$ cat src/difs_pkg.sv
// ----------------------------------------------------------------------------
// difs_pkg: shared types and constants for the dual igniter fire sequencer
// Transaction payloads, mode and status codes, register indexes, phase states.
// ----------------------------------------------------------------------------
package difs_pkg;

	localparam int unsigned CfgW = 16;
	localparam int unsigned CntW = 16;

	localparam logic [1:0] MODE_TICK   = 2'd0;
	localparam logic [1:0] MODE_IGNITE = 2'd1;
	localparam logic [1:0] MODE_QUERY  = 2'd2;

	localparam logic [1:0] ST_ACTIVE  = 2'd0;
	localparam logic [1:0] ST_OPEN    = 2'd1;
	localparam logic [1:0] ST_READY   = 2'd2;
	localparam logic [1:0] ST_UNKNOWN = 2'd3;

	localparam logic [1:0] CFG_OPEN_THRESHOLD   = 2'd0;
	localparam logic [1:0] CFG_CLOSED_THRESHOLD = 2'd1;
	localparam logic [1:0] CFG_FIRE_TICKS       = 2'd2;
	localparam logic [1:0] CFG_CHARGE_TICKS     = 2'd3;

	localparam logic signed [CfgW-1:0] OPEN_THRESHOLD_RST   = 16'sd100;
	localparam logic signed [CfgW-1:0] CLOSED_THRESHOLD_RST = 16'sd20000;
	localparam logic [CfgW-1:0]        FIRE_TICKS_RST       = 16'd5;
	localparam logic [CfgW-1:0]        CHARGE_TICKS_RST     = 16'd20;

	typedef enum logic [1:0] {
		PH_IDLE   = 2'd0,
		PH_FIRE   = 2'd1,
		PH_CHARGE = 2'd2
	} phase_t;

	typedef struct packed {
		logic [1:0]        mode;
		logic              channel;
		logic signed [15:0] sense_drogue;
		logic signed [15:0] sense_main;
	} difs_in_t;

	typedef struct packed {
		logic       drive_drogue;
		logic       drive_main;
		logic       status_valid;
		logic [1:0] status_code;
		logic       fired_drogue;
		logic       fired_main;
	} difs_out_t;

endpackage

$ cat src/dual_igniter_fire_sequencer.sv
// ----------------------------------------------------------------------------
// dual_igniter_fire_sequencer: drogue and main pyro channel sequencer
// Input register, sequencer core and result register with valid/ready flow.
// ----------------------------------------------------------------------------
// Accepts one transaction per clock while the output side is not stalled and
// returns exactly one result for each, in order. A transaction is held in the
// input register, processed combinationally against the sequencer state, and
// its result is captured in the output register. Configuration registers
// (open_threshold, closed_threshold, fire_ticks, charge_ticks) reset to 100,
// 20000, 5 and 20 and are written through cfg_we/cfg_index/cfg_data; the user
// must write them only while no transaction is in flight, which the block
// itself does not enforce.
module dual_igniter_fire_sequencer
	import difs_pkg::*;
(
	input  logic            clk,
	input  logic            arst_n,
	input  logic            cfg_we,
	input  logic [1:0]      cfg_index,
	input  logic [CfgW-1:0] cfg_data,
	input  logic            in_valid,
	output logic            in_ready,
	input  difs_in_t        in_data,
	output logic            out_valid,
	input  logic            out_ready,
	output difs_out_t       out_data
);

	difs_in_t  item_s1;
	logic      valid_s1;
	difs_out_t result;
	difs_out_t out_q;
	logic      out_valid_q;
	logic      adv;

	assign adv      = valid_s1 && (!out_valid_q || out_ready);
	assign in_ready = !valid_s1 || adv;

	always_ff @(posedge clk or negedge arst_n) begin
		if (!arst_n) begin
			valid_s1 <= 1'b0;
		end else if (in_ready) begin
			valid_s1 <= in_valid;
		end
	end

	always_ff @(posedge clk) begin
		if (in_ready && in_valid) begin
			item_s1 <= in_data;
		end
	end

	difs_core u_core (
		.clk       (clk),
		.arst_n    (arst_n),
		.cfg_we    (cfg_we),
		.cfg_index (cfg_index),
		.cfg_data  (cfg_data),
		.step      (adv),
		.item      (item_s1),
		.result    (result)
	);

	always_ff @(posedge clk or negedge arst_n) begin
		if (!arst_n) begin
			out_valid_q <= 1'b0;
		end else if (adv) begin
			out_valid_q <= 1'b1;
		end else if (out_ready) begin
			out_valid_q <= 1'b0;
		end
	end

	always_ff @(posedge clk) begin
		if (adv) begin
			out_q <= result;
		end
	end

	assign out_valid = out_valid_q;
	assign out_data  = out_q;

endmodule

$ cat src/difs_core.sv
// ----------------------------------------------------------------------------
// difs_core: sequencer state and per-transaction update
// Holds configuration, request and fired flags, the phase machine and the
// tick counter; computes the result of one transaction from the current state.
// ----------------------------------------------------------------------------
module difs_core
	import difs_pkg::*;
(
	input  logic            clk,
	input  logic            arst_n,
	input  logic            cfg_we,
	input  logic [1:0]      cfg_index,
	input  logic [CfgW-1:0] cfg_data,
	input  logic            step,
	input  difs_in_t        item,
	output difs_out_t       result
);

	logic signed [CfgW-1:0] open_q;
	logic signed [CfgW-1:0] closed_q;
	logic [CfgW-1:0]        fire_q;
	logic [CfgW-1:0]        charge_q;

	logic [1:0]      req_q, req_d;
	logic [1:0]      fired_q, fired_d;
	phase_t          phase_q, phase_d, cur;
	logic            scan_q, scan_d;
	logic [CntW-1:0] cnt_q, cnt_d;

	logic [CntW:0]          cnt_inc;
	logic [CfgW-1:0]        fire_lim;
	logic signed [15:0]     scan_sense;
	logic signed [15:0]     query_sense;
	logic                   do_check;
	logic                   query_active;

	always_ff @(posedge clk or negedge arst_n) begin
		if (!arst_n) begin
			open_q   <= OPEN_THRESHOLD_RST;
			closed_q <= CLOSED_THRESHOLD_RST;
			fire_q   <= FIRE_TICKS_RST;
			charge_q <= CHARGE_TICKS_RST;
		end else if (cfg_we) begin
			unique case (cfg_index)
				CFG_OPEN_THRESHOLD:   open_q   <= cfg_data;
				CFG_CLOSED_THRESHOLD: closed_q <= cfg_data;
				CFG_FIRE_TICKS:       fire_q   <= cfg_data;
				CFG_CHARGE_TICKS:     charge_q <= cfg_data;
				default: ;
			endcase
		end
	end

	always_comb begin
		unique case (phase_q)
			PH_FIRE:   cur = PH_FIRE;
			PH_CHARGE: cur = PH_CHARGE;
			default:   cur = PH_IDLE;
		endcase
	end

	assign cnt_inc    = {1'b0, cnt_q} + {{CntW{1'b0}}, 1'b1};
	assign fire_lim   = (fire_q == '0) ? {{(CfgW-1){1'b0}}, 1'b1} : fire_q;
	assign scan_sense = scan_q ? item.sense_main : item.sense_drogue;

	// next state
	always_comb begin
		phase_d  = cur;
		scan_d   = scan_q;
		cnt_d    = cnt_q;
		req_d    = req_q;
		fired_d  = fired_q;
		do_check = 1'b0;
		unique case (item.mode)
			MODE_TICK: begin
				unique case (cur)
					PH_FIRE: begin
						if (cnt_inc >= {1'b0, fire_lim}) begin
							phase_d  = PH_CHARGE;
							cnt_d    = '0;
							do_check = (charge_q == '0);
						end else begin
							cnt_d = cnt_inc[CntW-1:0];
						end
					end
					PH_CHARGE: begin
						if (cnt_inc >= {1'b0, charge_q}) begin
							do_check = 1'b1;
						end else begin
							cnt_d = cnt_inc[CntW-1:0];
						end
					end
					default: ;
				endcase
			end
			MODE_IGNITE: begin
				req_d[item.channel] = 1'b1;
				if (cur == PH_IDLE) begin
					if (req_d[0] && !fired_q[0]) begin
						phase_d = PH_FIRE;
						scan_d  = 1'b0;
						cnt_d   = '0;
					end else if (req_d[1] && !fired_q[1]) begin
						phase_d = PH_FIRE;
						scan_d  = 1'b1;
						cnt_d   = '0;
					end
				end
			end
			default: ;
		endcase
		if (do_check) begin
			if (scan_sense < open_q) begin
				fired_d[scan_q] = 1'b1;
			end
			cnt_d = '0;
			if (!scan_q && req_q[1] && !fired_q[1]) begin
				phase_d = PH_FIRE;
				scan_d  = 1'b1;
			end else begin
				phase_d = PH_IDLE;
				scan_d  = 1'b0;
			end
		end
	end

	// outputs
	always_comb begin
		query_sense  = item.channel ? item.sense_main : item.sense_drogue;
		query_active = ((cur == PH_FIRE) && (scan_q == item.channel))
			|| (req_q[item.channel] && !fired_q[item.channel]);
		result.drive_drogue = (phase_d == PH_FIRE) && !scan_d;
		result.drive_main   = (phase_d == PH_FIRE) && scan_d;
		result.fired_drogue = fired_d[0];
		result.fired_main   = fired_d[1];
		result.status_valid = (item.mode == MODE_QUERY);
		result.status_code  = ST_ACTIVE;
		if (item.mode == MODE_QUERY && !query_active) begin
			priority if (query_sense < open_q) begin
				result.status_code = ST_OPEN;
			end else if (query_sense > closed_q) begin
				result.status_code = ST_READY;
			end else begin
				result.status_code = ST_UNKNOWN;
			end
		end
	end

	always_ff @(posedge clk or negedge arst_n) begin
		if (!arst_n) begin
			phase_q <= PH_IDLE;
			scan_q  <= 1'b0;
			cnt_q   <= '0;
			req_q   <= '0;
			fired_q <= '0;
		end else if (step) begin
			phase_q <= phase_d;
			scan_q  <= scan_d;
			cnt_q   <= cnt_d;
			req_q   <= req_d;
			fired_q <= fired_d;
		end
	end

	a_idle_clean: assert property (@(posedge clk) disable iff (!arst_n)
		(phase_q == PH_IDLE) |-> (!scan_q && cnt_q == '0))
		else $error("idle sequencer holds a scan position or count");

	a_fire_eligible: assert property (@(posedge clk) disable iff (!arst_n)
		(phase_q == PH_FIRE) |-> (req_q[scan_q] && !fired_q[scan_q]))
		else $error("firing a channel that is not requested or already fired");

	a_fired_sticky: assert property (@(posedge clk) disable iff (!arst_n)
		!$fell(fired_q[0]) && !$fell(fired_q[1]))
		else $error("fired flag cleared");

	a_one_drive: assert property (@(posedge clk) disable iff (!arst_n)
		!(result.drive_drogue && result.drive_main))
		else $error("both igniters driven");

endmodule

$ cat config.mk
export PLATFORM = sky130hd
export DESIGN_NAME = dual_igniter_fire_sequencer
export DESIGN_NICKNAME = d
export VERILOG_FILES = /design/src/difs_pkg.sv /design/src/dual_igniter_fire_sequencer.sv /design/src/difs_core.sv
export SDC_FILE = /design/constraint.sdc
export NUM_CORES = 1
export LEC_CHECK = 0
export ABC_AREA = 1
export BUFFER_PORTS_ARGS = -buffer_cell sky130_fd_sc_hd__buf_2
export CORE_MARGIN = 2
export CORE_UTILIZATION = 45
export DETAILED_ROUTE_END_ITERATION = 10
export PLACE_DENSITY_LB_ADDON = 0.3
export SKIP_CTS_REPAIR_TIMING = 1
export SYNTH_ARGS = -nofsm -noshare
export SYNTH_HDL_FRONTEND = slang
export SYNTH_SLANG_ARGS = --single-unit
$ cat constraint.sdc
create_clock -name clk -period 4 [get_ports clk]
set_input_delay 0 -clock clk [delete_from_list [all_inputs] [get_ports clk]]
set_output_delay 0 -clock clk [all_outputs]
set_load 0.1 [all_outputs]
## Yosys cells after proc, flatten, opt, wreduce, memory -nomap -nowiden

Index checks and enable logic that the tools add are counted.

| word-level totals | value |
|---|---|
| register bits | 131 |
| bits of input ports | 58 |
| output and inout port bits | 9 |
| word-level logic and storage cells | 132 |

| operators by class | value |
|---|---|
| add/sub/neg operators | 1 |
| magnitude comparators | 9 |
| equality and inequality tests | 15 |
| muxes and demuxes | 44 |
| bitwise logic cells | 3 |
| reductions and logical operators | 38 |

Operators by type and width:

| operator | count |
|---|---|
| $mux 16 | 9 |
| $pmux 16 s2 | 2 |
| $ge 17x16->1 | 2 |
| $logic_not 16->1 | 2 |
| $lt 16x16->1 | 2 |
| $mux 1 | 20 |
| $add 16x1->17 const B | 1 |
| $gt 16x16->1 | 1 |
| $mux 2 | 8 |
| $logic_and 1x1->1 | 13 |
| $eq 2x1->1 const B | 5 |
| $eq 2x2->1 const B | 5 |
| $reduce_and 2->1 | 5 |
| $logic_not 1->1 | 8 |
| $ne 4x1->1 const B | 2 |
| $pmux 2 s2 | 2 |
| $logic_not 2->1 | 3 |
| $reduce_and 6->1 | 1 |
| $lt 1x2->1 const B | 2 |
| $ne 4x3->1 const B | 1 |
| $or 2x2->2 | 2 |
| $logic_or 1x1->1 | 3 |
| $ne 3x1->1 const B | 1 |
| $reduce_bool 3->1 | 1 |
| other kinds (7) | 9 |

## Longest topological paths before layout

Gate-level depths: netlist of run 1.

| logic depth | value |
|---|---|
| word-level depth | 13 |
| depth in mapped cells | 26 |
| mapped depth without buffers | 25 |

## Hierarchy

Synthesis of run 1 repeated with hierarchy kept, for this count alone.

| second synthesis, totals | value |
|---|---|
| cell total of the unflattened synthesis | 962 |
| area total of the unflattened synthesis | 7,993.9 um2 |

Modules (own cells, without submodules):

| module | times used | cells an instance | area an instance (um2) | sequential area each (um2) |
|---|---|---|---|---|
| difs_core | 1 | 908 | 6,637.6 | 2,192.1 |
| dual_igniter_fire_sequencer | 1 | 54 | 1,356.3 | 1,311.3 |

## Worst setup path after synthesis of run 1

OpenSTA, ideal clock, no wires.

| path | value |
|---|---|
| kind | register to register |
| start point | reg out_valid_q (netlist: out_valid) |
| end point | reg item_s1[0] (netlist name) (enable) |
| setup time | 0.416 ns |
| data arrival time | 2.697 ns |
| data required time | 3.584 ns |
| path slack | 0.886 ns |
| stages on the path, launching flop included | 4 |
| path buffers | 0 |
| period minus slack after synthesis | 3.114 ns |
| cell sequence | dfrtp_1 > nand3_1 > nand2_1 > inv_1 |

| on the way | value |
|---|---|
| word-level cells in the longest chain between the ends | 5 |

Ends and longest elaborated chain:

| what | line | RTL |
|---|---|---|
| start: declaration | dual_igniter_fire_sequencer.sv:33 | `logic out_valid_q;` |
| start signal: assignment | dual_igniter_fire_sequencer.sv:66 | `out_valid_q <= 1'b0;` |
| start signal: assignment | dual_igniter_fire_sequencer.sv:68 | `out_valid_q <= 1'b1;` |
| start signal: assignment | dual_igniter_fire_sequencer.sv:70 | `out_valid_q <= 1'b0;` |
| $logic_not 1->1 | dual_igniter_fire_sequencer.sv:36 | `assign adv = valid_s1 && (!out_valid_q \|\| out_ready);` |
| $logic_or 1x1->1 | dual_igniter_fire_sequencer.sv:36 |  |
| $logic_and 1x1->1 | dual_igniter_fire_sequencer.sv:36 |  |
| $logic_or 1x1->1 | dual_igniter_fire_sequencer.sv:37 | `assign in_ready = !valid_s1 \|\| adv;` |
| via in_ready | dual_igniter_fire_sequencer.sv:22 | `output logic in_ready,` |
| $logic_and 1x1->1 | dual_igniter_fire_sequencer.sv:48 | `if (in_ready && in_valid) begin` |
| end signal: assignment | dual_igniter_fire_sequencer.sv:49 | `item_s1 <= in_data;` |
| end: declaration | dual_igniter_fire_sequencer.sv:29 | `difs_in_t item_s1;` |

The timed path passes the listed nets, and every way through them passes these cells.
A chain may end at the register's enable or synchronous reset.

## Final worst setup path of run 1

| path | value |
|---|---|
| start point | reg u_core.cnt_q[0] |
| end point | reg u_core.cnt_q[14] |

| on the way | value |
|---|---|
| word-level cells in the longest chain between the ends | 7 |
| elaborated cells between the ends (all ways) | 18 |
| those cells by class | add/sub (1); order compare (2); eq/ne (4); mux (9); reduce/logical (2) |

Ends and longest elaborated chain:

| what | line | RTL |
|---|---|---|
| start: declaration | difs_core.sv:28 | `logic [CntW-1:0] cnt_q, cnt_d;` |
| start signal: assignment | difs_core.sv:159 | `cnt_q <= cnt_d;` |
| $add 16x1->17 * | difs_core.sv:62 | `assign cnt_inc = {1'b0, cnt_q} + {{CntW{1'b0}}, 1'b1};` |
| $ge 17x16->1 (on tied branches) | difs_core.sv:87, difs_core.sv:78 |  |
| $mux 1 (on tied branches) | difs_core.sv:87, difs_core.sv:78 |  |
| $pmux 1 s2 | difs_core.sv:76 | `unique case (cur)` |
| $mux 1 | difs_core.sv:74 | `unique case (item.mode)` |
| $ne 4x1->1 (no line) (tied with other cells) | -- |  |
| $reduce_and 6->1 (no line) | -- |  |

Mark *: on every way between the ends. The rest lies on a longest branch, timed or not. The select of a mux whose other input is x is not followed.

==> results.md, run 1 <==
- Warnings from Yosys: 0
- CP most frequent cell: nand2_1
- Max stage delay on crit path: around 0.43 ns
- Starting Density: between 40 and 50%
- Total global-route track usage: between 20% and 30%
- Synth area leaders: dfrtp_1, edfxtp_1, nand2_1
- Setup tns final: 0 ns
- Fin crit period: 3.439 ns
- Iteration count of the initial detailed-routing pass: 5
- Crit path max fanout: 23
- RSZ-0062 raised after global routing: false
- Startpoint class of the critical path: flip-flop
- Max-slew violations: 0
- Layout cell share with drive strength beyond 1: a little under an eighth
- Clk_lat worst skew: 0.42 ns
- Netlist Area Pre-Place: 7860 um^2
- PortBufs: 66
- Number of global-route vias before repair: 5917
- VDD IR max: 0.0003447 V
- Mapped Nets: 1106
- Hold_ws: 0.1390 ns
- TritonCTS Buffers: 17
- Syn Inst Count: 967
- Largest net degree at the start of global routing: 47
- Dpl ws: between 0.6 and 0.7 ns
- Core Rows: 48
- H-Tree Depth: 4
- Run status: complete, no violations
- DIE AREA: 18540 um^2
- Total gr overflow: 0
- Register area share after synthesis: between 40% and 50%
- Io pins: 67
- LEAKAGE: 0.004900 uW
- Vias: 6561
- Max cap viols: 0
- CP required: 4.31 ns
- Clk sinks: 131
- # setup viols final: 0
- Vias per Instance: 4.959
- Post-route DRC: 0
- Yosys reg bits: 131
- Final period utilization: 85.99%
- Clk slew on worst S/H paths: 0.06 ns
- Count leader, synth: nand2_1
- Pwr dens: between 400 and 500 nW/um^2
- Post-synth top area share: 24.51%
- Initial drt markers: 401
- Post-synth cell types: 35
- Clk_skew: ~0.0077 ns
- GP Congestion: ~0.85
- CTS max path bufs: 2
- Clock root buffer: clkbuf_16
- Final net count: 1224
- Drt total wl: 18.14 mm
- Hpwl dp: between 10 and 15 mm
- Fmax: roughly 290 MHz
- Layout area overhead: 21.08%
- Post-route antenna net violation count: 0
- Worst EP arrival: approximately 3.8 ns
- First-pass GRT wire length: 28.77 mm
- Avg Cell Area, Syn: 8.128 um^2
- Die span in y: 136.2 um
- Least-Margin Pin Slew: 1.085 ns
- Slowest cell on crit path: dfrtp_1
- Wire length per cell: 13.71 um
- Critical path class: reg -> reg
- Commonest cells in the netlist: nand2_1, inv_1, o21ai_0
- Relative slew slack: 27.47%
- Setup WS post-layout: 0.5606 ns
- Ys flop type: dfrtp_1
- Antenna Cells: 0
- Die width: 136.2 um
- Number of flops mapped to enable cells by yosys: 42
- Setup crit end kind: flip-flop
- CTS tree: yes
- Dominant cell type by area after synthesis: dfrtp_1
- Fraction of registers with async set/reset: 67.94%
- Initial antenna violation count: 0
- Core area: approximately 17000 um^2
- Final hold viol count: 0
- Worst min path class: in -> async
==> cell usage in the layout (no fill, tap or decap), types with 5 or more instances in the layout <==
cell / instances
ha_1: 81
a21oi_1: 41
nand2_1: 277
inv_1: 152
nor2_1: 46
o21ai_0: 108
xor2_1: 7
edfxtp_1: 42
xnor2_1: 7
nand4_1: 23
dfrtp_1: 77
dfstp_2: 12
nor3_1: 6
clkbuf_16: 18
nand3_1: 25
nor4_1: 9
buf_4: 5
buf_2: 65
dlygate4sd3_1: 56
==> cell type report <==
type / count / area [um^2]
Sequential cell: 131 / 3503
Tap cell: 225 / 281.5
Timing Repair Buffer: 126 / 923.4
Clock buffer: 22 / 505.5
Clock inverter: 10 / 68.82
Inverter: 154 / 578.1
Multi-Input combinational cell: 655 / 3656
Fill cell: 1594 / 7660
==> critical path: cells and delay by family, from the launching register on <==
kind | cells | cell delay (ns)
xor+xnor | 1 | 0.16
fa+ha+maj | 2 | 0.51
buf+inv | 2 | 0.16
flops | 1 | 0.43
simple gates | 20 | 2.07
==> cell families after synthesis <==
logic type,count (synthesis),share of synthesized area (%)
compound gates,162,10.73
fa+ha+maj,81,12.89
buf+inv,181,8.914
simple gates,398,21.33
flops,131,44.57
xor+xnor,14,1.560
==> final timing paths <==
kind	startpoint	endpoint	slack (ns)	cells after the start
setup / recovery	u_core.cnt_q[0]	u_core.cnt_q[14]	0.56	25
hold / removal	arst_n	u_core.charge_q[9]	0.14	2
setup reg to reg	u_core.cnt_q[0]	u_core.cnt_q[14]	0.56	25
hold reg to reg	u_core.req_q[1]	u_core.req_q[1]	0.48	1
max in group asynchronous	arst_n	u_core.fire_q[2]	2.86	3
min in group clk	in_data[7]	item_s1[7]	0.28	2
==> stage by stage <==
step / cell area (um^2) / cells / utilization [%] / power, uW
2_1_floorplan: 7860 / 967 / - / 2682
3_3_place_gp: 8382 / 1235 / 48.80 / 2972
3_5_place_dp: 8382 / 1235 / 48.80 / 3007
4_1_cts: 8956 / 1267 / 52.14 / 4531
5_1_grt: 9517 / 1323 / 55.41 / 4878
6_report: 9517 / 1323 / 55.41 / 4545
==> registers in the layout, summed over array words and instances (netlist names) <==
name / flops
out_valid: 1
u_core.req_q: 2
valid_s1: 1
item_s1: 35
u_core.fired_q: 2
u_core.phase_q: 2
u_core.charge_q: 16
out_data: 7
u_core.cnt_q: 16
u_core.scan_q: 1
u_core.closed_q: 16
u_core.fire_q: 16
u_core.open_q: 16
==> report_power, final <==
group          switching [uW]  internal, uW
clock                     602           897
combinational             824           478
sequential                160          1580
==> per-layer routing <==
metal  part of all wire [%]  wire length, um  track usage (%)
met5                      0                0                0
met4                    1.0              182            4.919
met3                    4.2              755            4.251
met2                     50             8987            33.53
met1                     45             8214            26.72
(Power assumes the default switching activity.)
==> inputs of run 2 (changes only) <==
Settings changed: ABC_AREA 1 to 0.
==> results.md, run 2 <==
- Largest net degree at the start of global routing: 46 (was 47)
- Top reg by flops: item_s1 (unchanged)
- Avg Cell Area, Syn: 11.18 um^2 (was 8.128 um^2)
- Max-slew violations: 0 (unchanged)
- Critical path origin: u_core.cnt_q[11] (was u_core.cnt_q[0])
- Yosys reg bits: 131 (unchanged)
- Initial drt markers: 298 (was 401)
- Crit path max fanout: 8 (was 23)
- Clk_lat worst skew: 0.43 ns (was 0.42 ns)
- Clk sinks: 131 (unchanged)
- Fmax: 257.8 MHz (was 290.7 MHz)
- Final hold viol count: 0 (unchanged)
- Number of fillers in the final layout: 1326 (was 1594)
- # setup viols final: 0 (unchanged)
- VDD IR max: 0.0003461 V (was 0.0003447 V)
- Fraction of registers with async set/reset: 67.94% (unchanged)
- Least-Margin Pin Slew: 0.8489 ns (was 1.085 ns)
- Setup WS post-layout: 0.1210 ns (was 0.5606 ns)
- Syn Inst Count: 686 (was 967)
- Die width: 134.5 um (was 136.2 um)
- Worst EP arrival: 4.19 ns (was 3.75 ns)
- Critical path class: reg -> reg (unchanged)
- Commonest cells in the netlist: ha_1, mux2_2, dfrtp_1, inv_1 (was nand2_1, inv_1, o21ai_0)
- Dominant cell type by area after synthesis: dfrtp_1 (unchanged)
- Iteration count of the initial detailed-routing pass: 4 (was 5)
- Max cap viols: 0 (unchanged)
- Startpoint class of the critical path: flip-flop (unchanged)
- GP Congestion: 0.9271 (was 0.8525)
- Worst min path class: in -> async (unchanged)
- Clock root buffer: clkbuf_16 (unchanged)
- Setup crit end kind: flip-flop (unchanged)
- Post-synth top area share: 25.13% (was 24.51%)
- Core Rows: 47 (was 48)
- Wire length per cell: 16.48 um (was 13.71 um)
- Mapped Nets: 825 (was 1106)
- Max FFs per register: 35 (unchanged)
- Hpwl dp: 12.99 mm (was 13.01 mm)
- Drt total wl: 17.59 mm (was 18.14 mm)
- First-pass GRT wire length: 28.10 mm (was 28.77 mm)
- Post-route DRC: 0 (unchanged)
- Fin crit period: 3.879 ns (was 3.439 ns)
- Total gr overflow: 0 (unchanged)
- Reg-to-reg critical path startpoint: u_core.cnt_q[11] (was u_core.cnt_q[0])
- Fin util: 57.33% (was 55.41%)
- DIE AREA: 18100 um^2 (was 18540 um^2)
- Register area share after synthesis: 45.69% (was 44.57%)
- Final period utilization: 96.97% (was 85.99%)
- Flop2flop setup slack: 0.12 ns (was 0.56 ns)
- CP required: 4.31 ns (about the same)
- Synth area leaders: dfrtp_1, edfxtp_1, ha_1 (was dfrtp_1, edfxtp_1, nand2_1)
- Reg2reg end: u_core.cnt_q[3] (was u_core.cnt_q[14])
- Final Power: 4414 uW (was 4545 uW)
- Reg2reg path depth: 13 (was 25)
- Most common cell after layout, fill and taps aside: ha_1 (was nand2_1)
- Vias per Instance: 5.399 (was 4.959)
- PortBufs: 66 (unchanged)
- Number of global-route vias before repair: 5856 (was 5917)
- LEAKAGE: 0.004361 uW (was 0.004900 uW)
- Dpl ws: -0.09791 ns (was 0.6275 ns)
- Clk_skew: 0.009391 ns (was 0.007746 ns)
- H-Tree Depth: 4 (unchanged)
- CTS max path bufs: 2 (unchanged)
- Pwr dens: 462.7 nW/um^2 (was 477.6 nW/um^2)
- Die span in y: 134.5 um (was 136.2 um)
- Number of flops mapped to enable cells by yosys: 42 (unchanged)
- CTS tree: yes (unchanged)
- Hold_ws: 0.1230 ns (was 0.1390 ns)
- Clk slew on worst S/H paths: 0.06 ns (about the same)
- TritonCTS Buffers: 17 (unchanged)
- Starting Density: 46.07% (was 45.76%)
- Total global-route track usage: 19.80% (was 20.09%)
- Register area: 3508 um^2 (was 3503 um^2)
- Most frequent cells in the layout: ha_1, mux2_2, inv_1 (was nand2_1, inv_1, o21ai_0)
- Count leader, synth: ha_1 (was nand2_1)
- Setup tns final: 0 ns (unchanged)
- Io pins: 67 (unchanged)
- Run status: complete, no violations (unchanged)
- Layout cell share with drive strength beyond 1: 28.34% (was 11.57%)
- Final net count: 973 (was 1224)
- Relative slew slack: 43.24% (was 27.47%)
- Vias: 5761 (was 6561)
- Area of the multi-input gates: 3891 um^2 (was 3656 um^2)
- Antenna Cells: 0 (unchanged)
- Core area: 16640 um^2 (was 17180 um^2)
- Layout area overhead: 24.43% (was 21.08%)
- Netlist Area Pre-Place: 7667 um^2 (was 7860 um^2)
- Post-synth cell types: 68 (was 35)
- Post-route antenna net violation count: 0 (unchanged)
- Warnings from Yosys: 0 (unchanged)
- Setup crit end: u_core.cnt_q[3] (was u_core.cnt_q[14])
- Ys flop type: dfrtp_1 (unchanged)
- Initial antenna violation count: 0 (unchanged)
## run 2: cell type report
| type | count | share of cell area, % |
|---|---|---|
| Clock buffer | 18 | 4.498 |
| Tap cell | 220 | 2.885 |
| Timing Repair Buffer | 144 | 11.07 |
| Inverter | 77 | 3.030 |
| Multi-Input combinational cell | 463 | 40.79 |
| Clock inverter | 14 | 0.9574 |
| Sequential cell | 131 | 36.77 |
## run 2: logic make-up (layout without fill, tap and decap cells)
| family | Yosys count | in the layout | share of synthesized area, % |
|---|---|---|---|
| fa+ha+maj | 81 | 81 | 13.22 |
| compound gates | 131 | 131 | 11.78 |
| simple gates | 156 | 156 | 11.11 |
| mux | 81 | 81 | 11.86 |
| flops | 131 | 131 | 45.69 |
| buf+inv | 92 | 253 | 4.732 |
| xor+xnor | 14 | 14 | 1.599 |
## run 2: per-stage QoR
step	instances	instance area (um^2)
after floorplan	686	7667
after global placement	975	8342
after detailed placement	975	8342
after CTS	1007	8862
after global routing	1067	9540
final	1067	9540
## run 2: critical path, stage by stage, from the launching register on
cell	delay, ns
dfrtp_1	0.50
nand4_2	0.16
nor4_4	0.45
nand3_1	0.19
xnor2_2	0.26
ha_1	0.29
nor3b_1	0.14
o31a_1	0.27
or3_1	0.36
o21a_1	0.23
o31a_1	0.38
buf_4	0.18
buf_4	0.13
a31o_2	0.22
## run 2: how the worst min path moves through the flow
stage	slack, ns	endpoint	cells past startpoint	startpoint
final	0.12	u_core.charge_q[9]	2	arst_n
after global routing	0.15	u_core.open_q[5]	5	cfg_index[0]
after CTS	-0.39	u_core.cnt_q[9]	1	arst_n
after detailed placement	0.05	u_core.cnt_q[9]	1	arst_n
after global placement	0.04	u_core.charge_q[9]	1	arst_n
after floorplan	-0.30	out_valid	0	arst_n
## run 2: routing by layer
layer	GRT usage (%)	up-vias	routed length (um)	part of all wire, %
li1	-	2806	-	-
met1	24.16	2807	7766	44
met2	34.35	109	8886	51
met3	3.641	39	445	2.5
met4	8.655	0	489	2.8
met5	0	-	0	0
## run 2: power by group
group | leakage, uW | switching [uW] | internal (uW)
Combinational | 0.00266 | 680 | 596
Sequential | 0.00146 | 157 | 1600
Clock | 0.000240 | 601 | 784
Total | 0.00436 | 1440 | 2980
==> inputs of run 3 (changes only) <==
Clock period 4 ns to 4.32 ns, I/O delays scaled along.
==> results.md, run 3 (synthesized netlist as in run 2, its figures left out) <==
- Run status: complete, no violations (unchanged)
- Max-slew violations: 0 (unchanged)
- # setup viols final: 0 (unchanged)
- Setup crit end kind: flip-flop (unchanged)
- # placed instances: 969 (was 975)
- Hpwl dp: 13.02 mm (was 12.99 mm)
- Vias: 5714 (was 5761)
- Clk slew on worst S/H paths: 0.06 ns (about the same)
- Final net count: 962 (was 973)
- Clk sinks: 131 (unchanged)
- VDD IR max: 0.0002903 V (was 0.0003461 V)
- Fin util: 56.71% (was 57.33%)
- Setup WS post-layout: 0.1702 ns (was 0.1210 ns)
- First-pass GRT wire length: 28.25 mm (was 28.10 mm)
- Drt total wl: 18.15 mm (was 17.59 mm)
- LEAKAGE: 0.004317 uW (was 0.004361 uW)
- Most common cell after layout, fill and taps aside: ha_1 (unchanged)
- CTS max path bufs: 2 (unchanged)
- Global routing usage on met3: 4.617% (was 3.641%)
- Pwr dens: 440.7 nW/um^2 (was 462.7 nW/um^2)
- Critical path origin: u_core.cnt_q[0] (was u_core.cnt_q[11])
- Most frequent cells in the layout: ha_1, mux2_2, inv_1 (unchanged)
- Max stage delay on crit path: 0.44 ns (was 0.50 ns)
- Fin cells: 1056 (was 1067)
- Number of fillers in the final layout: 1346 (was 1326)
- Total global-route track usage: 19.99% (was 19.80%)
- Slowest cell on crit path: dfrtp_2 (was dfrtp_1)
- Setup crit end: out_data[1] (was u_core.cnt_q[3])
- Crit path cell chain: ha_2 > nand3_2 > nor2_1 > and3_1 > and3_1 > xor2_1 > ha_1 > a21oi_1 > nor3_1 > o31a_1 > or3_1 > o21a_1 > or2_1 > nor3b_1 > or2_2 (was nand4_2 > nor4_4 > nand3_1 > xnor2_2 > ha_1 > nor3b_1 > o31a_1 > or3_1 > o21a_1 > o31a_1 > buf_4 > buf_4 > a31o_2)
- Worst min path class: in -> async (unchanged)
- Reg2reg end: out_data[1] (was u_core.cnt_q[3])
- H-Tree Depth: 4 (unchanged)
- Clk_lat worst skew: 0.43 ns (about the same)
- Crit path max fanout: 7 (was 8)
- Setup tns final: 0 ns (unchanged)
- Io pins: 67 (unchanged)
- Post-route antenna net violation count: 0 (unchanged)
- TritonCTS Buffers: 17 (unchanged)
- Fmax: 241.0 MHz (was 257.8 MHz)
- Critical path class: reg -> reg (unchanged)
- Reg2reg path depth: 15 (was 13)
- Vias per Instance: 5.411 (was 5.399)
- Startpoint class of the critical path: flip-flop (unchanged)
- Initial antenna violation count: 0 (unchanged)
- Max FFs per register: 35 (unchanged)
- Layout area overhead: 23.09% (was 24.43%)
- Clk_skew: 0.007951 ns (was 0.009391 ns)
- CP most frequent cell: and3_1
- DIE AREA: 18100 um^2 (unchanged)
- Top reg by flops: item_s1 (unchanged)
- Post-route DRC: 0 (unchanged)
- Fin crit period: 4.150 ns (was 3.879 ns)
- Dpl ws: 0.09777 ns (was -0.09791 ns)
- Flop2flop setup slack: 0.17 ns (was 0.12 ns)
- Max cap viols: 0 (unchanged)
- Antenna Cells: 0 (unchanged)
- Grt met1 use: 24.26% (was 24.16%)
- Initial drt markers: 281 (was 298)
- GR Util met2: 35.37% (was 34.35%)
- PortBufs: 66 (unchanged)
- Die span in y: 134.5 um (unchanged)
- Hold_ws: 0.08769 ns (was 0.1230 ns)
- Number of global-route vias before repair: 5787 (was 5856)
- Iteration count of the initial detailed-routing pass: 5 (was 4)
- CP required: 4.49 ns (was 4.31 ns)
- Clock root buffer: clkbuf_16 (unchanged)
- Final period utilization: 96.06% (was 96.97%)
- Layout cell share with drive strength beyond 1: 26.56% (was 28.34%)
- GP Congestion: 0.9941 (was 0.9271)
- Core area: 16640 um^2 (unchanged)
- CTS tree: yes (unchanged)
- Wire length per cell: 17.19 um (was 16.48 um)
- Starting Density: 46.07% (unchanged)
- Reg-to-reg critical path startpoint: u_core.cnt_q[0] (was u_core.cnt_q[11])
- Largest net degree at the start of global routing: 54 (was 46)
- Die width: 134.5 um (unchanged)
- Relative slew slack: 38.72% (was 43.24%)
- Core Rows: 47 (unchanged)
- Grt peak-use layer: met2 (unchanged)
- Least-Margin Pin Slew: 0.9192 ns (was 0.8489 ns)
- Worst EP arrival: 4.32 ns (was 4.19 ns)
- Total gr overflow: 0 (unchanged)
- Final hold viol count: 0 (unchanged)
[run 3: worst max-delay path: cells and delay by family (launching register included)]
family | cells | cell delay, ns
flip-flops | 1 | 0.44
AND/OR/NAND/NOR | 9 | 1.99
adder cells (fa/ha/maj) | 2 | 0.56
AO/OA/AOI/OAI | 3 | 0.67
XOR/XNOR | 1 | 0.25
[run 3: cell type report]
cell class	count	area [um^2]	share of cell area (%)
inverter	77	289.0	3.062
tap	220	275.3	2.917
clock buffer	17	425.4	4.507
multi-input combinational	463	3824	40.51
sequential	131	3505	37.13
clock inverter	15	146.4	1.551
timing repair buffer	133	973.4	10.31
[run 3: metal layers]
layer,wire [um],share of wire [%],vias to the layer above
met2,9354,52,120
met3,608,3.3,24
met5,0,0,-
met1,7939,44,2793
li1,-,-,2777
met4,250,1.4,0
[run 3: how the worst min path moves through the flow]
stage | end | slack [ns]
after global routing | u_core.cnt_q[10] | 0.15
after CTS | u_core.cnt_q[10] | -0.44
final | u_core.cnt_q[12] | 0.09
after detailed placement | u_core.cnt_q[12] | 0.01
after global placement | u_core.cnt_q[10] | -0.0003
after floorplan | out_valid | -0.30
[run 3: report_power, final]
group / leakage [uW] / switching, uW / internal, uW
clock: 0.000266 / 588 / 803
combinational: 0.00259 / 616 / 524
sequential: 0.00146 / 152 / 1480
[run 3: per-stage QoR]
step                      total power [uW]  cell area, um^2
after floorplan                       2391             7667
after global placement                2678             8297
after detailed placement              2721             8297
after CTS                             4130             8869
after global routing                  4382             9438
final                                 4159             9438
